===== config.mk =====
export PLATFORM = sky130hd
export DESIGN_NAME = bcda_accum
export DESIGN_NICKNAME = d
export VERILOG_FILES = /design/src/sv/bcda_pkg.sv /design/src/sv/bcda_accum.sv
export SDC_FILE = /design/constraint.sdc
export NUM_CORES = 1
export LEC_CHECK = 0
export BUFFER_PORTS_ARGS = -buffer_cell sky130_fd_sc_hd__buf_2
export CORE_UTILIZATION = 46
export CTS_BUF_LIST = sky130_fd_sc_hd__clkbuf_8
export DETAILED_ROUTE_END_ITERATION = 6
export GPL_TIMING_DRIVEN = 0
export PLACE_DENSITY_LB_ADDON = 0.12
export SETUP_SLACK_MARGIN = 0.1
export SLEW_MARGIN = 20
export SYNTH_ARGS = -nofsm -noshare
export SYNTH_HDL_FRONTEND = slang
export SYNTH_SLANG_ARGS = --single-unit

===== constraint.sdc =====
create_clock -name clk -period 18.6 [get_ports clk]
set_input_delay 1.86 -clock clk [delete_from_list [all_inputs] [get_ports clk]]
set_output_delay 1.86 -clock clk [all_outputs]
set_load 0.01 [all_outputs]

===== src/sv/bcda_pkg.sv =====
`timescale 1ns / 1ps
// ----------------------------------------------------------------------------
// bcda_pkg: shared types and constants
// Window statistics record passed from the accumulator to the finish unit.
// ----------------------------------------------------------------------------
package bcda_pkg;
  localparam int MAX_BLOCK_SIDE_DEF = 64;
  localparam int SUM_W = 28;
  localparam int SQ_W = 44;
  localparam int CNT_W = 17;
  localparam logic [2:0] REG_BW = 3'd0;
  localparam logic [2:0] REG_BH = 3'd1;
  localparam logic [2:0] REG_FLAT = 3'd2;
  localparam logic [2:0] REG_EDGE = 3'd3;
  localparam logic [2:0] REG_HEAD = 3'd4;

  typedef struct packed {
    logic [SUM_W-1:0] sum;
    logic [SQ_W-1:0]  sq;
    logic [CNT_W-1:0] cnt;
  } win_stat_t;
endpackage


===== src/sv/bcda_accum.sv =====
`timescale 1ns / 1ps
// ----------------------------------------------------------------------------
// bcda_accum: front end
// Accepts pixels, forms luma, accumulates sums; emits one record per window.
// ----------------------------------------------------------------------------
module bcda_accum
  import bcda_pkg::*;
#(
  parameter int MAX_BLOCK_SIDE = MAX_BLOCK_SIDE_DEF
) (
  input  logic        clk,
  input  logic        rst_n,
  input  logic        in_tvalid,
  output logic        in_tready,
  input  logic [23:0] in_tdata,
  input  logic [6:0]  block_width,
  input  logic [6:0]  block_height,
  output logic        st_valid,
  input  logic        st_ready,
  output win_stat_t   st_data
);
  localparam int SW = $clog2(MAX_BLOCK_SIDE + 1);

  logic [SUM_W-1:0] sum_r, sum_nxt;
  logic [SQ_W-1:0]  sq_r, sq_nxt;
  logic [CNT_W-1:0] cnt_r, cnt_nxt;
  logic             lv_r;
  logic [15:0]      luma_r;
  logic             st_valid_r;
  win_stat_t        st_r;
  logic [SW-1:0]    ww, wh;
  logic [CNT_W-1:0] wn;
  logic             take;

  function automatic logic [SW-1:0] side(input logic [6:0] s);
    if (s < 7'd3) return SW'(3);
    else if (32'(s) > MAX_BLOCK_SIDE) return SW'(MAX_BLOCK_SIDE);
    else return SW'(s);
  endfunction

  assign ww = side(block_width);
  assign wh = side(block_height);
  assign wn = CNT_W'(ww * wh);

  // stall intake only while a finished record waits
  assign in_tready = !st_valid_r || st_ready;
  assign take = in_tvalid && in_tready;

  // stage 1: luma
  always_ff @(posedge clk) begin
    if (!rst_n) lv_r <= 1'b0;
    else if (in_tready) lv_r <= take;
    if (take)
      luma_r <= 16'(in_tdata[7:0]) * 16'd77 + 16'(in_tdata[15:8]) * 16'd150
              + 16'(in_tdata[23:16]) * 16'd29;
  end

  // stage 2: accumulate
  always_comb begin
    sum_nxt = sum_r + SUM_W'(luma_r);
    sq_nxt  = sq_r + SQ_W'(32'(luma_r) * 32'(luma_r));
    cnt_nxt = cnt_r + 1'b1;
  end

  always_ff @(posedge clk) begin
    if (!rst_n) begin
      sum_r <= '0; sq_r <= '0; cnt_r <= '0; st_valid_r <= 1'b0;
    end else begin
      if (st_valid_r && st_ready) st_valid_r <= 1'b0;
      if (lv_r && in_tready) begin
        if (cnt_nxt >= wn) begin
          st_r.sum <= sum_nxt; st_r.sq <= sq_nxt; st_r.cnt <= cnt_nxt;
          st_valid_r <= 1'b1;
          sum_r <= '0; sq_r <= '0; cnt_r <= '0;
        end else begin
          sum_r <= sum_nxt; sq_r <= sq_nxt; cnt_r <= cnt_nxt;
        end
      end
    end
  end

  assign st_valid = st_valid_r;
  assign st_data = st_r;
endmodule


* Yosys cells after proc, flatten, opt, wreduce, memory -nomap -nowiden
Cells that the tools add are included.
** Storage, ports and cells
- Register bits after elaboration :: 196
- Input port bits :: 42
- Output and inout bits :: 91
** Cells by class
- Add/sub/neg operators :: 5
- Multipliers :: 5
- $lt $le $gt $ge :: 5
- Mux-type cells :: 10
- Reductions and logical operators :: 6
** Operators with widths (count)
- $add 44x32->44 :: 1
- $mux 44 :: 1
- $mul 16x16->32 :: 1
- $mul 8x7->15 const B :: 2
- $add 28x16->28 :: 1
- $mux 28 :: 1
- $mux 7 :: 4
- $add 17x1->17 const B :: 1
- $ge 17x14->1 :: 1
- $mux 17 :: 1
- $add 15x16->16 :: 1
- $add 16x13->16 :: 1
- $gt 7x7->1 const B :: 2
- $lt 7x2->1 const B :: 2
- $mul 7x7->14 :: 1
- $mul 8x5->13 const B :: 1
- $logic_and 1x1->1 :: 3
- $mux 1 :: 3
- $reduce_and 3->1 :: 1
- $logic_not 1->1 :: 1
- $logic_or 1x1->1 :: 1

* Logic depth before layout (Yosys ltp)
- Depth after elaboration :: 7
- Gate-level depth with buffers :: 31

* Least setup slack after synthesis
No wires, ideal clock.
- Path kind :: input to register
- Start :: input port block_height[6]
- End :: register st_r, in the netlist st_data[0] (enable)
- Library setup time :: 0.538 ns
- Data arrival time :: 11.236 ns
- Data required time :: 18.062 ns
- Path slack :: 6.826 ns
- Stages on the path :: 23
- Path buffers :: 3
- Cell sequence :: clkbuf_1 > inv_1 > clkbuf_1 > or2_2 > fa_1 > fa_1 > inv_1 > fa_1 > inv_1 > fa_1 > inv_1 > ha_1 > a21boi_0 > o21ai_0 > a21oi_1 > o21a_1 > or2_2 > ha_1 > nand3_1 > o31ai_1 > clkbuf_1 > o21ai_0 > nor2_1
** On the way
- Cells in the longest elaborated chain, start to end :: 6
** Ends and longest elaborated chain
- start, declared :: line bcda_accum.sv:17 : input logic [6:0] block_height,
- $gt 7x7->1 :: line bcda_accum.sv:37 : else if (32'(s) > MAX_BLOCK_SIDE) return SW'(MAX_BLOCK_SIDE);
- $mux 7 :: line bcda_accum.sv:37
- $mux 7 (*) :: line bcda_accum.sv:36 : if (s < 7'd3) return SW'(3);
- $mul 7x7->14 (*) :: line bcda_accum.sv:43 : assign wn = CNT_W'(ww * wh);
- $ge 17x14->1 (*) :: line bcda_accum.sv:71 : if (cnt_nxt >= wn) begin
- $reduce_and 3->1 (no source line) (*)
- end, declared :: line bcda_accum.sv:30 : win_stat_t st_r;
Mark *: on every way between the ends. The rest lies on a longest branch, timed or not.
A chain may end at the register's enable or synchronous reset.

* Worst setup path in the final report
- Start :: input port block_height[6]
- End :: register st_r, in the netlist st_data[1] (enable)
The elaborated chain is that of the path after synthesis.

==> impl_metrics.tcl <==
set metrics [dict create \
    timing.fmax_mhz 106 \
    yosysWarnings 0 \
    io_pins 133 \
    path_max_fanout 26 \
    postSynthAreaPerCell_um2 9.76 \
    die_h_um 218 \
    hold_ws_ns 0.461 \
    die_area_um2 47300 \
    drc 0 \
    worst_r2r_startpoint "luma_r[6]" \
    endpoint_kind "register" \
    grt_max_degree 27 \
    grt_pass1_wl_mm 84.8 \
    cts.sinks 196 \
    synth_top_cells_by_count "415 x inv_1, 279 x fa_1, 252 x ha_1, 171 x nand2_1, 109 x a21oi_1" \
    rsz0062_at_grt "false" \
    synthesis.nets 2762 \
    max_slew.worst_pin.slew_ns 0.897 \
    post-route-period-util_pct 50.6 \
    synth_area_um2 21400 \
    grt_overflow_total 0 \
    required_ns 18.84 \
    cts_tree "done" \
    start_util_pct 46.9 \
    cts_buffer_depth 2 \
    std_cell_rows 78 \
    synth_top_area_share_pct 26.1 \
    wl_mm 52.4 \
    async_flop_share_pct 0 \
    clock-skew-final_ns 0.0346 \
    fin_nets 2916 \
    timing.final.ws_setup_ns 9.18 \
    io_buffers 131 \
    h-tree-depth 4 \
    core_um2 45600 \
    cts_setup_buffers 0 \
    antenna_found_initial 1 \
    finalSetupViolCount 0 \
    hold_path_class "register to register" \
    synthFlopType "edfxtp_1" \
    status "complete, no violations" \
    die_x_um 218 \
    pre_cts_slack_ns 8.70 \
    setup-tns-final_ns 0 \
    synth-seq-area-share_pct 23.3 \
    synth_area_leaders "fa_1 26%, ha_1 15%, edfxtp_1 15%" \
    clk_latency_ns 0.55 \
    layout-drive-gt1-share_pct 8.36 \
    worst-setup-path-type "input pin to register" \
    critPathLaunch "block_height[6]" \
    synth_top_cell_by_area "fa_1" \
    cts_buffers 17 \
    drt_iter0_drc 873 \
    grt_pass1_vias 16200 \
    ant_nets 0 \
    syn_inst 2189 \
    slowest_stage "o31ai_1" \
    start_kind "input pin" \
    synth.most_common_cell "inv_1" \
    hold_viol_final 0 \
    cap_violations 0 \
    fin_crit_ns 9.42 \
    dr_total_vias 15600 \
    holdBufCountCts 0 \
    synth-edff-count 105 \
    viasPerCell 5.27 \
    clk_pin_slew_ns 0.12 \
    syn_to_final_growth_pct 9.05 \
    grt_use_total_pct 23.0 \
    hpwlAfterDp_mm 43.2 \
    hold_path.startpoint "sq_r[12]" \
    slowest_delay_ns 0.64 \
    slew_headroom_pct 40.2 \
    firstDrtPassIters 5 \
    wire_per_inst_um 17.7 \
    ys_ff_latch 196 \
    cts.repair.resized 0 \
    maxSlewViolCount 0 \
    gp_congestion 0.912 \
    cp_data_arrival_time_ns 9.66 \
    synth_cell_type_count 73 \
    cts_root_buf "clkbuf_8" \
]
-- cell type report --
cell class	count	area (µm²)
Multi-Input combinational cell	1514	14600
Timing Repair Buffer	135	758
Fill cell	4159	22300
Clock inverter	15	181
Sequential cell	196	4970
Inverter	416	1560
Tap cell	600	751
Clock buffer	17	234
Buffer	63	254
Antenna cell	1	2.50
-- sequential cells by signal, indices dropped and copies added (netlist names) --
| register | count |
|---|---|
| cnt_r | 17 |
| luma_r | 16 |
| lv_r | 1 |
| sq_r | 44 |
| st_data | 89 |
| st_valid | 1 |
| sum_r | 28 |
-- kinds of logic after synthesis --
kind of cell	after synthesis	synth area share, %
simple gates	533	12.3
fa+ha+maj	531	40.9
buf+inv	479	8.50
compound gates	332	10.1
flops	196	23.3
xor+xnor	110	4.51
mux	8	0.381
-- final timing paths --
kind	end	slack [ns]	cells past startpoint
worst min register to register	sq_r[12]	0.46	2
worst max register to register	st_data[55]	10.59	21
worst min-delay path	sq_r[12]	0.46	2
worst max-delay path	st_data[1]	9.18	26
-- cells in the final DEF, fill, tap and decap left out, drive strengths merged, types with 44 or more instances in the layout --
cell type / n
inv: 421
fa: 279
ha: 252
nand2: 171
buf: 150
a21oi: 112
edfxtp: 105
nor2: 100
dfxtp: 91
xnor2: 70
clkbuf: 65
and2: 62
nand3: 56
o21ai: 44
-- critical path: cells and delay by family --
family,cells,cell delay [ns]
adder cells (fa/ha/maj),6,2.70
buffers and inverters,10,1.90
AO/OA/AOI/OAI,6,1.77
AND/OR/NAND/NOR,4,1.36
-- per-layer routing --
| metal | vias up | track usage, % | part of all wire, % |
|---|---|---|---|
| met5 | - | 0 | 0 |
| met4 | 0 | 7.63 | 2.6 |
| met3 | 77 | 2.68 | 3.7 |
| met2 | 319 | 37.8 | 47 |
| met1 | 7712 | 31.6 | 47 |
| li1 | 7487 | - | - |
-- through the flow --
| stage | utilization (%) | cells | area, µm² |
|---|---|---|---|
| global placement | 50.0 | 2920 | 22800 |
| finish | 51.1 | 2957 | 23300 |
| detailed placement | 50.2 | 2924 | 22900 |
| floorplan | - | 2189 | 21400 |
| CTS | 51.1 | 2956 | 23300 |
| global route | 51.1 | 2957 | 23300 |
Power is not shown: default switching activity piles up to over one toggle a cycle in this logic, so the estimate is an artifact.
