`src/sv/bcda_pkg.sv`:
```
`timescale 1ns / 1ps
// ----------------------------------------------------------------------------
// bcda_pkg: shared types and constants
// Window statistics record passed from the accumulator to the finish unit.
// ----------------------------------------------------------------------------
package bcda_pkg;
  localparam int MAX_BLOCK_SIDE_DEF = 64;
  localparam int SUM_W = 28;
  localparam int SQ_W = 44;
  localparam int CNT_W = 17;
  localparam logic [2:0] REG_BW = 3'd0;
  localparam logic [2:0] REG_BH = 3'd1;
  localparam logic [2:0] REG_FLAT = 3'd2;
  localparam logic [2:0] REG_EDGE = 3'd3;
  localparam logic [2:0] REG_HEAD = 3'd4;

  typedef struct packed {
    logic [SUM_W-1:0] sum;
    logic [SQ_W-1:0]  sq;
    logic [CNT_W-1:0] cnt;
  } win_stat_t;
endpackage

```
`src/sv/bcda_fifo.sv`:
```
`timescale 1ns / 1ps
// ----------------------------------------------------------------------------
// bcda_fifo: two-entry queue between front and back ends
// ----------------------------------------------------------------------------
module bcda_fifo
  import bcda_pkg::*;
(
  input  logic      clk,
  input  logic      rst_n,
  input  logic      wr_valid,
  output logic      wr_ready,
  input  win_stat_t wr_data,
  output logic      rd_valid,
  input  logic      rd_ready,
  output win_stat_t rd_data
);
  win_stat_t mem_r [2];
  logic      wp_r, rp_r;
  logic [1:0] cnt_r;

  assign wr_ready = cnt_r != 2'd2;
  assign rd_valid = cnt_r != 2'd0;
  assign rd_data  = mem_r[rp_r];

  always_ff @(posedge clk) begin
    if (wr_valid && wr_ready) mem_r[wp_r] <= wr_data;
    if (!rst_n) begin
      wp_r <= 1'b0; rp_r <= 1'b0; cnt_r <= '0;
    end else begin
      if (wr_valid && wr_ready) wp_r <= !wp_r;
      if (rd_valid && rd_ready) rp_r <= !rp_r;
      cnt_r <= cnt_r + 2'(wr_valid && wr_ready) - 2'(rd_valid && rd_ready);
    end
  end
endmodule

```
`config.mk`:
```
export PLATFORM = sky130hd
export DESIGN_NAME = bcda_fifo
export DESIGN_NICKNAME = d
export VERILOG_FILES = /design/src/sv/bcda_pkg.sv /design/src/sv/bcda_fifo.sv
export SDC_FILE = /design/constraint.sdc
export NUM_CORES = 1
export LEC_CHECK = 0
export ABC_AREA = 1
export BUFFER_PORTS_ARGS = -buffer_cell sky130_fd_sc_hd__clkbuf_2
export CAP_MARGIN = 30
export CORE_MARGIN = 1
export CORE_UTILIZATION = 30
export DETAILED_ROUTE_END_ITERATION = 6
export HOLD_SLACK_MARGIN = 0.1
export SYNTH_ARGS = -nofsm -noshare
export SYNTH_HDL_FRONTEND = slang
export SYNTH_SLANG_ARGS = --single-unit
```
`constraint.sdc`:
```
create_clock -name clk -period 11.9 [get_ports clk]
set_input_delay 0.595 -clock clk [delete_from_list [all_inputs] [get_ports clk]]
set_output_delay 0.595 -clock clk [all_outputs]
set_load 0.01 [all_outputs]
```
-- After elaboration in Yosys (flattened, before gate mapping)
Memory sizes are Yosys's and may differ from the RTL's. A register that Yosys moved wholly into a read port is not among the register bits.
Cells that the tools add are included.
- register bits: 4
- bits in latches: 0
- bits in writable memories: 178
- bits in read-only memories: 0
- input bits: 93
- output and inout port bits: 91
- word-level logic and storage cells: 16
- memories kept: 1
- add/subtract/negate cells: 2
- multipliers: 0
- divide/modulo/power cells: 0
- order comparisons: 0
- eq/ne operators: 1
- shift operators: 0
- muxes and demuxes: 4
- bitwise operators: 0
- reduce and logical (&&, ||, !) cells: 5
- memory list (name ; words ; bits a word ; read ports ; clocked after Yosys merged registers in ; wr ports ; RTL line ; RTL):
    mem_r ; 2 ; 89 ; 1 ; 1 ; 1 ; bcda_fifo.sv:17 ; win_stat_t mem_r [2];
- operators with widths (kind ; number):
    1-bit two-way mux ; 4
    2-bit by 1-bit adder with 2-bit output ; 1
    1-bit logical AND ; 2
    1-bit logical NOT ; 2
    2-bit inequality test, second input constant ; 1
    2-bit nonzero test ; 1
    2-bit by 1-bit subtractor with 2-bit output ; 1

-- Longest topological paths before layout
Gate-level depths: netlist of the first run.
- word-level depth: 4
- gate-level depth with buffers: 11
- gate-level depth less buffers: 11

-- Worst setup path before layout of the first run
No wires, ideal clock.
- path kind: input-to-reg
- start: input wr_valid
- end: memory mem_r[1][0] (netlist name), enable pin
- library setup time: 539 ps
- arrival: 4477 ps
- data required time: 11361 ps
- slack: 6884 ps
- stages on the path: 2
- buffers on the path: 0
- path through: nand2_1 -> nor2_1
- word-level cells in the longest chain between the ends: 3
- RTL lines (element ; RTL line ; RTL):
    start: declaration ; bcda_fifo.sv:10 ; input logic wr_valid,
    1-bit logical AND ; bcda_fifo.sv:26 ; if (wr_valid && wr_ready) mem_r[wp_r] <= wr_data;
    1-bit two-way mux ; bcda_fifo.sv:26 ;
    1-bit two-way mux (not written as such) ; bcda_fifo.sv:26 ;
    end: declaration ; bcda_fifo.sv:17 ;
Every way passes these cells.

==> impl_metrics.ini, run 1 <==
[global_routing]
grt_pass1_wl_um = 18400
grt_use_met2 = 0.1952
grt_util_met1 = 0.1180
gr-usage-all-layers = 0.1100
use_met3 = 0.04337
grt_busiest_layer = met2
antenna_found_initial = 0
grt_pass1_vias = 3567
grt_max_degree = 68
grt_overflow = 0

[clock_network]
numCtsBuffers = 17
cts_setup_buffers = 0
cts_root_buf = clkbuf_16
cts_hold_buffers = 0
cts_resized = 0
cts_tree = yes
clk-insertion-delay-late_ns = 0.42
h-tree-depth = 4
cts.reportedPaths.clkPinSlew_ns = 0.07
cts.sinks = 183
clockBufferDepth = 2

[synthesis]
synthTopCellsByArea = edfxtp_1 (80%), mux2_2 (13%), mux2_4 (2.2%), dfxtp_1 (1.5%), nand2_1 (0.62%)
synth_top_area_frac = 0.7994
ys_seq_area_frac = 0.8144
synthCells = 313
syn_area_mm2 = 0.006686
yosysWarnings = 0
synth_cell_type_count = 13
synth_area_leader_cell = edfxtp_1
synth_seq_cells = 183
synth_nets = 407
syn_area_per_cell_um2 = 21.36

[setup_path]
path_class = flip-flop to output pin
worstPathCellList = buf_4 > mux2_2 > clkbuf_2
crit_path_start_kind = flip-flop
end_kind = output pin
slowest_delay_ns = 0.73
cp.required_ns = 11.31
slowest_stage = dfxtp_4
path_max_fanout = 46
cp.arrival_ns = 2.38

[place]
placed_area_mm2 = 0.007925
dp_hpwl_um = 8090
globalplace.congestion = 0.6957
dp_cells = 769
port_buffers = 183

[timing]
worstMarginPinSlew_ns = 0.9569
fin_skew_ns = 0.009112
hold_viol_final = 0
slew_headroom = 0.3620
setup_violations = 0
rsz0062_at_grt = false
finalMaxSlewViolations = 0
fmax_mhz = 335.7
post-route-period-util = 0.2504
fin_tns_setup_ns = 0
finalCriticalPeriod_ns = 2.979
whs_ns = 0.3598

[route]
finalWirelength_um = 12260
drc = 0
avgRoutedWirePerCell_um = 15.31
drtPass1Iterations = 4
drtIter0Drc = 106
vias_per_cell = 4.300
vias = 3444
postRouteAntennaNets = 0

[final_layout]
final_nets = 602
n_fill_cell = 2010
fin_cells = 801
design_area_mm2 = 0.008527
drive_gt1_frac = 0.5912
utilization = 0.3907
area_growth_pct = 27.53
final_cell_mix = clkbuf_2 (183), edfxtp_1 (178), mux2_2 (79)
layout_commonest_cell = clkbuf_2
num_antenna_cells = 0

[power]
internal_power_w = 0.001332
p_switching_w = 0.0004869
combPwrFrac = 0.217
seq_power_share = 0.471
leakage_nw = 3.209
p_sw_frac = 0.2677
max-vdd-ir-drop_mv = 0.09817
clock_power_share = 0.313
p_per_area_mw_per_mm2 = 213.3

[floorplan]
die_w_um = 151.3
num_rows = 54
coreArea_mm2 = 0.02182
design.die.area_mm2 = 0.02289
die_y_um = 151.3
io_pins = 184
initial_utilization = 0.3064

[outcome]
status = complete, no violations

[job]
drv_cap = 0

[hold_path]
hold_path_class = primary input to flip-flop
[logic make-up (layout without fill, tap and decap cells)]
group,after synthesis,in the layout,share of synthesized area
AND/OR/NAND/NOR,21,21,0.01198
buffers and inverters,17,225,0.01422
XOR/XNOR,1,1,0.001310
multiplexers,89,89,0.1555
flip-flops,183,183,0.8144
adder cells (fa/ha/maj),1,1,0.001871
AO/OA/AOI/OAI,1,1,0.0007478
[critical path: cells and delay by family (launching register included)]
kind                   cells  cell delay, ns
DFF                        1            0.73
muxes                      1            0.41
buffers and inverters      2            0.81
[cell usage after synthesis (all sizes together)]
library cell / number
a21oi: 1
dfxtp: 5
nand2: 11
buf: 10
mux2: 89
nor2: 9
ha: 1
edfxtp: 178
inv: 7
xnor2: 1
nand3: 1
[area by class of cell]
type | count | area, µm² | share of cell area
Clock buffer | 17 | 425.4 | 0.04989
Clock inverter | 15 | 176.4 | 0.02069
Inverter | 7 | 26.28 | 0.003081
Multi-Input combinational cell | 113 | 1161 | 0.1362
Sequential cell | 183 | 5449 | 0.6390
Tap cell | 280 | 350.3 | 0.04109
Timing Repair Buffer | 186 | 938.4 | 0.1101
[per-stage QoR]
stage / power (W) / setup slack (ns)
CTS: 0.001851 / 8.796
floorplan: 0.001126 / 6.884
global route: 0.001910 / 8.732
finish: 0.001819 / 8.921
global placement: 0.001262 / 9.161
detailed placement: 0.001277 / 9.061
[final timing paths]
| path | startpoint | to | slack [ns] | cells past startpoint |
|---|---|---|---|---|
| max | flip-flop | rd_data[3] | 8.92 | 3 |
| min | wr_data[88] | mem_r[1][88]$_DFFE_PP_ | 0.36 | 1 |
| max reg2reg | cnt_r[0]$_SDFF_PN0_ | mem_r[1][35]$_DFFE_PP_ | 9.27 | 5 |
| min reg2reg | rp_r$_SDFFE_PN0P_ | flip-flop | 0.51 | 2 |
[flip-flops by register name (all words and copies together), names as in the netlist, named ones only]
name and count:
mem_r 178, cnt_r 2, rp_r 1, wp_r 1
[power groups by stage]
stage               sequential, W  clock, W  combinational [W]
global route             0.000867  0.000614           0.000429
CTS                      0.000859  0.000587           0.000405
global placement         0.000867         0           0.000395
detailed placement       0.000873         0           0.000404
floorplan                0.000858         0           0.000267
finish                   0.000856  0.000569           0.000394
[metal layers]
| metal | vias to the layer above | wire length [µm] |
|---|---|---|
| met5 | - | 0 |
| met4 | 0 | 122 |
| met3 | 9 | 845 |
| met2 | 113 | 6473 |
| met1 | 1710 | 4818 |
| li1 | 1612 | - |
(Power assumes the default switching activity.)
==> run 2, diff against run 1 <==
- clock period: 11.9 -> 2.8 ns (I/O delays scaled with it)
==> run 2 against run 1 <==
Wire length rose by 5.2%; final cell count rose by 11%; combinational power rose to 4.6 times the previous value; first-iteration DRC count increased by 14%; clock-buffer cell count rose by 3; largest power group unchanged.
==> impl_metrics.ini, run 2 (synthesized netlist as in run 1, its figures left out) <==
[final_layout]
n_fill_cell = 1973
largest_reg_flops = 178
drive_gt1_frac = 0.5008
largest-register = mem_r
top_regs = mem_r (178), cnt_r (2)
num_antenna_cells = 0
final_nets = 695
layout_commonest_cell = clkbuf_2
area_growth_pct = 40.18
final_cell_mix = clkbuf_2 (183), edfxtp_1 (178), dlygate4sd3_1 (90)

[setup_path]
path_max_fanout = 46
crit_end = rd_data[11]
reg2reg_depth = 5
crit_path_start_kind = flip-flop
end_kind = output pin
cp.arrival_ns = 1.92
path_class = flip-flop to output pin
reg2reg_setup_slack_ns = 1.00
r2r_end = mem_r[1][25]$_DFFE_PP_
timing.rr.start = cnt_r[0]$_SDFF_PN0_
cp.required_ns = 2.66

[clock_network]
cts.reportedPaths.clkPinSlew_ns = 0.06
cts_root_buf = clkbuf_16
h-tree-depth = 4
clk-insertion-delay-late_ns = 0.42
cts_resized = 0
cts_tree = yes
cts.sinks = 183
numCtsBuffers = 17
clockBufferDepth = 2

[power]
clock_power_share = 0.279
p_sw_frac = 0.2730
seq_power_share = 0.479
leakage_nw = 3.566
combPwrFrac = 0.242
power_w = 0.007549
max-vdd-ir-drop_mv = 0.3686
p_switching_w = 0.002061
p_per_area_mw_per_mm2 = 805.4
internal_power_w = 0.005488

[global_routing]
gr-usage-all-layers = 0.1148
grt_util_met1 = 0.1268
grt_pass1_wl_um = 19380
grt_busiest_layer = met2
use_met3 = 0.03494
antenna_found_initial = 0
grt_use_met2 = 0.2032
grt_overflow = 0
grt_pass1_vias = 3939
grt_max_degree = 53

[timing]
slew_headroom = 0.5205
fmax_mhz = 485.2
finalCriticalPeriod_ns = 2.061
rsz0062_at_grt = false
hold_viol_final = 0
worstMarginPinSlew_ns = 0.7193
fin_skew_ns = 0.005173
whs_ns = 0.1764
setup_violations = 0
post-route-period-util = 0.7361
finalMaxSlewViolations = 0

[floorplan]
die_y_um = 151.3
io_pins = 184
coreArea_mm2 = 0.02182
die_w_um = 151.3
num_rows = 54
design.die.area_mm2 = 0.02289
initial_utilization = 0.3064

[route]
drtIter0Drc = 121
vias_per_cell = 4.200
drtPass1Iterations = 4
drc = 0
finalWirelength_um = 12900
postRouteAntennaNets = 0
vias = 3751
avgRoutedWirePerCell_um = 14.44

[job]
drv_cap = 0

[place]
port_buffers = 183
globalplace.congestion = 0.6532
dp_hpwl_um = 8049

[hold_path]
hold_path_class = primary input to flip-flop

[outcome]
status = complete, no violations
## run 2: worst min path at each step
| stage | start | slack, ns | endpoint | cells after the start |
|---|---|---|---|---|
| 5_1_grt | rd_ready | 0.19 | flip-flop | 5 |
| 2_1_floorplan | rst_n | 0.23 | cnt_r[0]$_SDFF_PN0_ | 2 |
| 3_5_place_dp | wr_data[38] | 0.33 | mem_r[1][38]$_DFFE_PP_ | 1 |
| 6_report | rd_ready | 0.18 | flip-flop | 5 |
| 4_1_cts | rd_ready | 0.15 | flip-flop | 5 |
| 3_3_place_gp | wr_data[59] | 0.33 | mem_r[1][59]$_DFFE_PP_ | 1 |
## run 2: per-layer routing
layer,wire (µm),part of all wire,vias up
met1,5292,0.41,1836
met4,205,0.016,0
met3,673,0.052,13
met2,6722,0.52,108
li1,-,-,1794
met5,0,0,-
## run 2: worst max-delay path: stages (launching register included)
cell and delay [ns]:
dfxtp_4 0.62, buf_12 0.33, mux2_2 0.40, clkbuf_2 0.14
## run 2: metrics by stage
step | std cells | TNS (ns) | cell area [µm²] | setup WS [ns] | util
6_report | 893 | 0 | 9373 | 0.7389 | 0.4295
5_1_grt | 893 | 0 | 9373 | 0.6097 | 0.4295
4_1_cts | 893 | 0 | 9373 | 0.6516 | 0.4295
3_5_place_dp | 772 | 0 | 7960 | 0.9548 | 0.3648
3_3_place_gp | 772 | 0 | 7960 | 1.023 | 0.3648
2_1_floorplan | 313 | -111.38 | 6691 | -0.6325 | -
## run 2: power groups by stage
stage	clock [W]	sequential [W]	combinational [W]
after detailed placement	0	0.00368	0.00176
after floorplan	0	0.00362	0.00114
after global routing	0.00229	0.00366	0.00199
final	0.00211	0.00361	0.00183
after global placement	0	0.00366	0.00174
after CTS	0.00219	0.00363	0.00188
## run 2: repair_timing
item | 4_1_cts | 5_1_grt
buffers inserted | 0 | 0
hold endpoints to repair | 183 | 0
hold buffers | 90 | 0
## run 2: layout make-up
class,instances,area [µm²],area share
repair buffers,279,1874,0.2000
clock inverters,11,75.07,0.008010
clock buffers,20,436.7,0.04659
inverters,7,26.28,0.002803
flip-flops and latches,183,5449,0.5814
well taps,280,350.3,0.03738
multi-input cells,113,1161,0.1239
==> run 3, diff against run 2 <==
- clock period: 2.8 -> 1.7 ns (I/O delays scaled with it)
==> run 3 against run 2 <==
Non-clock buffer count rose by 7; register-to-register slack got worse by 0.75 ns; core utilization rose by 0.89 points; final cell count rose by 0.78%; sequential cell count did not move; sequential power rose by 63%; total power rose by 70%; critical endpoint is now rd_data[5].
==> impl_metrics.ini, run 3 (synthesized netlist as in run 1, its figures left out) <==
[global_routing]
grt_max_degree = 46
grt_pass1_wl_um = 20130
grt_pass1_vias = 3987
antenna_found_initial = 0
gr-usage-all-layers = 0.1191
grt_overflow = 0

[final_layout]
num_antenna_cells = 0
final_cell_mix = clkbuf_2 (183), edfxtp_1 (178), dlygate4sd3_1 (91)
utilization = 0.4384
final_nets = 702
largest_reg_flops = 178
area_growth_pct = 43.08
drive_gt1_frac = 0.5129
top_regs = mem_r (178), cnt_r (2)
largest-register = mem_r
layout_commonest_cell = clkbuf_2

[timing]
post-route-period-util = 0.9795
finalCriticalPeriod_ns = 1.665
slew_headroom = 0.8099
fin_skew_ns = 0.01209
hold_viol_final = 0
whs_ns = 0.2160
fin_tns_setup_ns = 0
finalMaxSlewViolations = 0
setup_violations = 0
fmax_mhz = 600.5
fin_ws_ns = 0.03479
worstMarginPinSlew_ns = 0.2852
rsz0062_at_grt = true

[setup_path]
reg2reg_depth = 10
cp.arrival_ns = 1.58
worstPathCellList = buf_12 > buf_16 > mux2_2 > clkbuf_2
crit_path_start_kind = flip-flop
path_max_fanout = 20
r2r_end = cnt_r[1]$_SDFF_PN0_
cp.required_ns = 1.62
slowest_delay_ns = 0.40
timing.rr.start = cnt_r[1]$_SDFF_PN0_
slowest_stage = dfxtp_4
end_kind = output pin
path_class = flip-flop to output pin
reg2reg_setup_slack_ns = 0.25

[place]
pre_cts_slack_ns = 0.2813
globalplace.congestion = 0.7187
port_buffers = 183
dp_hpwl_um = 8576

[floorplan]
initial_utilization = 0.3064
io_pins = 184
num_rows = 54
coreArea_mm2 = 0.02182
die_w_um = 151.3
die_y_um = 151.3
design.die.area_mm2 = 0.02289

[power]
max-vdd-ir-drop_mv = 0.7039
leakage_nw = 3.655
power_w = 0.01286
p_per_area_mw_per_mm2 = 1345

[clock_network]
cts.reportedPaths.clkPinSlew_ns = 0.07
cts_root_buf = clkbuf_16
cts_tree = yes
cts.sinks = 183
clockBufferDepth = 2
clk-insertion-delay-late_ns = 0.41
h-tree-depth = 4
numCtsBuffers = 17

[hold_path]
min_delay_path_depth = 6
whs_endpoint = cnt_r[1]$_SDFF_PN0_
hold_path_class = primary input to flip-flop
worstHoldStart = rd_ready

[route]
drtPass1Iterations = 4
drc = 0
vias = 3827
vias_per_cell = 4.252
avgRoutedWirePerCell_um = 14.96
finalWirelength_um = 13470
postRouteAntennaNets = 0
drtIter0Drc = 125

[outcome]
status = complete, no violations

[job]
drv_cap = 0
run 3: power by group:
group | switching, W | total [W] | internal [W]
Combinational | 0.00169 | 0.00333 | 0.00164
Sequential | 0.000176 | 0.00590 | 0.00572
Clock | 0.00163 | 0.00364 | 0.00201
Total | 0.00349 | 0.0129 | 0.00937
run 3: critical path: cells and delay by family (launching register included):
family | cells | cell delay (ns)
DFF | 1 | 0.40
buffers and inverters | 3 | 0.40
muxes | 1 | 0.36
run 3: worst max path at each step:
stage | start | end
global placement | cnt_r[1]$_SDFF_PN0_ | cnt_r[1]$_SDFF_PN0_
finish | flip-flop | rd_data[5]
global route | flip-flop | rd_data[7]
floorplan | cnt_r[0]$_SDFF_PN0_ | mem_r[1][0]$_DFFE_PP_
CTS | flip-flop | rd_data[68]
detailed placement | cnt_r[1]$_SDFF_PN0_ | cnt_r[1]$_SDFF_PN0_
run 3: per-layer routing:
layer,wire length [µm],global-route usage,up-vias
met5,0,0,-
met4,121,0.03850,0
met3,649,0.03705,8
met2,7220,0.2180,107
met1,5476,0.1295,1901
li1,-,-,1811
run 3: through the flow:
step,std cells,area (µm²)
2_1_floorplan,313,6718
3_3_place_gp,775,8061
3_5_place_dp,775,8061
4_1_cts,901,9594
5_1_grt,900,9567
6_report,900,9567
run 3: repair_timing:
item,CTS,global route
hold endpoints to repair,183,0
gates resized for setup,3,0
endpoints found under the setup margin,76,50
pin swaps,0,0
hold buffers,91,0
setup buffers,3,0
gates cloned,1,0
run 3: final cells by class:
cell class	instances	area, µm²
Sequential cell	183	5450
Timing Repair Buffer	286	2024
Tap cell	280	350.3
Fill cell	1941	12260
Clock inverter	12	102.6
Multi-Input combinational cell	113	1180
Clock buffer	19	432.9
Inverter	7	26.28
